### src/rtl/csp_ram.sv
`default_nettype none

module csp_ram #(
  parameter int WIDTH = 8,
  parameter int DEPTH = 256,
  parameter int AW    = 8
) (
  input  wire logic             clk,
  input  wire logic             rd_en,
  input  wire logic [AW-1:0]    rd_addr,
  output logic      [WIDTH-1:0] rd_data,
  input  wire logic             wr_en,
  input  wire logic [AW-1:0]    wr_addr,
  input  wire logic [WIDTH-1:0] wr_data
);

  logic [WIDTH-1:0] mem [DEPTH];

  always_ff @(posedge clk) begin
    if (wr_en) begin
      mem[wr_addr] <= wr_data;
    end
  end

  always_ff @(posedge clk) begin
    if (rd_en) begin
      rd_data <= mem[rd_addr];
    end
  end

endmodule

`default_nettype wire

### config.mk
export PLATFORM = sky130hd
export DESIGN_NAME = csp_ram
export DESIGN_NICKNAME = d
export VERILOG_FILES = /design/src/rtl/csp_ram.sv
export SDC_FILE = /design/constraint.sdc
export NUM_CORES = 2
export LEC_CHECK = 0
export BUFFER_PORTS_ARGS = -buffer_cell sky130_fd_sc_hd__buf_2
export CAP_MARGIN = 20
export CELL_PAD_IN_SITES_DETAIL_PLACEMENT = 0
export CELL_PAD_IN_SITES_GLOBAL_PLACEMENT = 2
export CORE_MARGIN = 3
export CORE_UTILIZATION = 45
export CTS_CLUSTER_SIZE = 20
export DETAILED_ROUTE_END_ITERATION = 10
export HOLD_SLACK_MARGIN = 0.1
export MAX_ROUTING_LAYER = met4
export PLACE_DENSITY_LB_ADDON = 0.12
export SETUP_SLACK_MARGIN = 0.15
export SLEW_MARGIN = 15
export SYNTH_ARGS = -nofsm -noshare
export SYNTH_HDL_FRONTEND = slang
export SYNTH_SLANG_ARGS = --single-unit
### constraint.sdc
create_clock -name clk -period 2.54 [get_ports clk]
set_input_delay 0 -clock clk [delete_from_list [all_inputs] [get_ports clk]]
set_output_delay 0 -clock clk [all_outputs]
set_load 0.05 [all_outputs]
[Word level (Yosys, flattened, before mapping)]
Memory sizes are Yosys's and may differ from the RTL's. A register that Yosys moved wholly into a read port is not among the register bits.
Index checks and enable logic that the tools add are counted.
Word-level totals
  register bits: 0
  latch bits: 0
  RAM bits: 2048
  bits in read-only memories: 0
  input bits: 27
  word-level logic and storage cells: 3
  memories: 1
Memories
  mem: depth 256, width 8, read ports 1, clocked after Yosys merged registers in 1, wr ports 1, line 17  | logic [WIDTH-1:0] mem [DEPTH];
Operators by class
  $add $sub $neg: 0
  $mul: 0
  div/mod/pow operators: 0
  order comparisons: 0
  eq/ne operators: 0
  shifts and indexed selects: 0
  muxes and demuxes: 2
  bitwise gates (word level): 0
  reduce and logical (&&, ||, !) cells: 0
Operators with widths (number)
  $mux 1: 2

[Depth between registers and ports, before layout]
  word-level depth: 2
  depth in mapped cells: 11
  mapped depth without buffers: 6

[Worst setup path before layout]
No wires, ideal clock.
  path kind: input port to flip-flop
  start point: in rd_addr[0]
  end point: reg rd_data[2] (read register of mem), data pin
  library setup time: 269 ps
  arrival: 1807 ps
  required time: 2271 ps
  setup slack: 464 ps
  stages: 9
  path buffers: 4
  cell sequence: buf_6 buf_12 buf_8 buf_2 mux4_2 a22oi_1 a21oi_1 nor4_1 nor4_2
RTL lines
  start: declaration: line 10  | input wire logic [AW-1:0] rd_addr,
  end: declaration: line 11  | output logic [WIDTH-1:0] rd_data,

==> key figures <==
Status
  • Status: finished clean

Timing
  • Max Freq: 412 MHz
  • RSZ-0062 raised after global routing: yes
  • Worst relative slew slack: 0.332
  • Fin Hold WS: 0.239 ns
  • Setup-failing EPs final: 0
  • Crit path time final: 2.43 ns
  • Worst Clk Skew: 0.0475 ns
  • Final Hold Viols: 0
  • Max Slew Vio Count: 0
  • Worst slew pin tran: 1.00 ns
  • Final period utilization: 0.956

Yosys
  • Cell taking the most area after synthesis: edfxtp_1
  • Mean Syn Cell Area: 21.3 sq um
  • Ys async rst share: 0
  • Yosys top cell area share: 0.775
  • Post-Syn Instances: 3733
  • Syn nets: 3760
  • EDFF count, synth: 2056
  • Sequential area share after synthesis: 0.775
  • Main synth FF type: edfxtp_1
  • Post-synthesis cell type count: 54
  • Yosys warning count: 0
  • Register bit count reported by yosys: 2056
  • Area contributors post-synth: edfxtp_1 78%, mux4_2 13%, mux2i_1 1.7%
  • Mapped Area: 0.0796 sq mm

Routing
  • Vias: 40600
  • WL/cell: 31.0 um
  • TritonRoute pass-1 iters: 5
  • Drt total wl: 214000 um
  • Via density: 5.88
  • DRC Markers: 0
  • Post-route ant nets: 0
  • Initial DRC count: 4428

Worst setup path
  • R2R Path Start: mem[82][2]$_DFFE_PP_
  • Critical Path, Cell by Cell: mux4_2 > mux4_2 > nor2b_4 > nor4_2 > buf_4 > nor4_2
  • Largest stage delay on the critical path: 0.58 ns
  • R2r setup slk: 0.11 ns
  • WP depth: 6
  • Worst path bufs/invs: 1
  • Critical path arrival: 3.01 ns
  • Req. time, crit path: 3.12 ns
  • Worst setup SP type: flip-flop
  • Slowest CP cell: mux4_2
  • Crit path max fanout: 1
  • Crit Reg-Reg Endpoint: rd_data[2]$_DFFE_PP_
  • Crit path max-delay family: multiplexers
  • CP Class: reg -> reg
  • Reg2Reg Depth: 6
  • Critical Path End Type: flip-flop

CTS
  • Clock sink count: 2056
  • Num CTS Buffers: 208
  • CTS tree: done
  • Worst-path clk slew: 0.06 ns
  • Root Buffer: clkbuf_16
  • Clock Latency Late Sink: 0.84 ns
  • CTS max path bufs: 3
  • CTS H-tree lvls: 4

Floorplan
  • Die area: 0.182 sq mm
  • I/O Pins: 35
  • Core Box Area: 0.175 sq mm
  • Chip Height: 427 um
  • Die Span X: 427 um
  • Initial core utilization: 0.455
  • # rows: 153

Cells and area
  • Fillers: 13500
  • Multi-input gate area: 0.0167 sq mm
  • Post-Route Utilization: 0.537
  • Storage cell area: 0.0617 sq mm
  • Area grow syn2layout: 18.1%
  • Nets: 4423
  • Share of cells above drive strength 1: 0.318

Power and ir drop
  • PwrDens: 757 mW/mm^2
  • Worst ir drop on vdd: 0.658 mV
  • Leakage: 30.3 nW

Global routing
  • Vias in the first global route: 42000
  • Largest net degree at the start of global routing: 104
  • GR Overflow Total: 0
  • First-pass GRT wire length: 311000 um
  • Total track usage: 0.247
  • Initial antenna violation count: 5

Hold path
  • Min-delay src: wr_data[4]
  • HP Class: in -> reg
  • Worst-case hold path end point: mem[83][4]$_DFFE_PP_
  • Worst Hold Depth: 2

Job
  • Maxcap violations: 0

Place
  • Port Buffer Count: 34
  • RePlAce Congestion: 0.867
  • Detail Placement HPWL: 142000 um
-- synth_stat cells (all sizes together) (2+ instances only) --
| master | instances |
|---|---|
| a2111oi | 5 |
| a211oi | 16 |
| a21oi | 96 |
| a221oi | 14 |
| a22o | 8 |
| a22oi | 133 |
| a311oi | 2 |
| a31oi | 2 |
| and2 | 6 |
| and3b | 2 |
| buf | 122 |
| clkbuf | 111 |
| edfxtp | 2056 |
| mux2i | 134 |
| mux4 | 456 |
| nand2 | 33 |
| nand2b | 8 |
| nand3 | 34 |
| nand3b | 2 |
| nand4 | 10 |
| nor2 | 282 |
| nor2b | 31 |
| nor3 | 22 |
| nor4 | 27 |
| o211ai | 10 |
| o21ai | 12 |
| o221ai | 47 |
| o22a | 5 |
| o22ai | 28 |
| o32ai | 5 |
| or2 | 4 |
-- sequential cells by signal (all words and copies together), names as in the netlist --
signal and count:
mem 2048, rd_data 8
-- worst max-delay path by stage --
| stage | start | end | slack, ns |
|---|---|---|---|
| after floorplan | rd_addr[0] | rd_data[2]$_DFFE_PP_ | 0.46 |
| after global placement | rd_addr[1] | rd_data[7]$_DFFE_PP_ | -0.40 |
| after detailed placement | rd_addr[0] | rd_data[4]$_DFFE_PP_ | -0.36 |
| after CTS | mem[82][2]$_DFFE_PP_ | rd_data[2]$_DFFE_PP_ | 0.1 |
| after global routing | mem[82][2]$_DFFE_PP_ | rd_data[2]$_DFFE_PP_ | 0.07 |
| final | mem[82][2]$_DFFE_PP_ | rd_data[2]$_DFFE_PP_ | 0.11 |
-- cell usage in the layout (no fill, tap or decap), types with 6 or more instances in the layout --
master	instances
a211oi_1	14
a21oi_1	95
a221oi_1	7
a221oi_2	7
a22o_1	8
a22oi_1	133
and2_1	6
buf_12	69
buf_2	22
buf_4	562
bufinv_16	18
clkbuf_1	35
clkbuf_16	208
clkbuf_8	8
clkinv_1	65
clkinv_2	43
dlygate4sd3_1	22
edfxtp_1	2056
inv_6	6
mux2i_1	134
mux4_2	454
nand2_1	33
nand2b_1	8
nand3_1	34
nand4_1	10
nor2_1	279
nor2b_1	26
nor3_1	18
nor4_1	17
nor4_2	7
o211ai_1	10
o21ai_0	10
o221ai_1	45
o22ai_1	28
-- logic make-up after synthesis --
group           synth area share
flops                      0.775
mux                        0.146
simple gates              0.0263
compound gates            0.0342
buf+inv                   0.0183
-- where the power goes --
| part | internal, W | switching [W] | total, W | leakage [nW] |
|---|---|---|---|---|
| Clock | 0.0169 | 0.0128 | 0.0297 | 3.25 |
| Sequential | 0.0374 | 0.0000293 | 0.0374 | 18.5 |
| Combinational | 0.00154 | 0.00249 | 0.00403 | 8.61 |
-- what timing repair did --
action,CTS,global route
endpoints found under the setup margin,7,8
cloned,0,0
endpoints found under the hold margin,2567,0
pin swaps,7,5
hold buffers,22,0
resized for setup,13,19
setup buffers,0,0
-- routing by layer --
layer / up-vias / GRT usage / share of wire
met2: 1442 / 0.394 / 0.50
met1: 21800 / 0.339 / 0.42
met5: - / - / 0
li1: 17100 / - / -
met3: 263 / 0.0349 / 0.063
met4: 0 / 0.0629 / 0.023
-- cell type report --
cell class | instances | share of cell area
flip-flops and latches | 2056 | 0.657
clock buffers | 243 | 0.0567
diodes | 2 | 0.0000532
clock inverters | 148 | 0.0139
well taps | 2325 | 0.0309
repair buffers | 686 | 0.0647
multi-input cells | 1442 | 0.177
inverters | 2 | 0.0000798
-- through the flow --
step	cells	power, W	TNS, ns	cell area (sq um)	worst slack (ns)
2_1_floorplan	3733	0.0400	0	79600	0.464
3_3_place_gp	6489	0.0421	-1.98	87000	-0.404
3_5_place_dp	6489	0.0422	-1.97	87000	-0.356
4_1_cts	6902	0.0718	0	93900	0.0973
5_1_grt	6902	0.0734	0	94000	0.0698
6_report	6904	0.0712	0	94000	0.111
(Power assumes the default switching activity.)
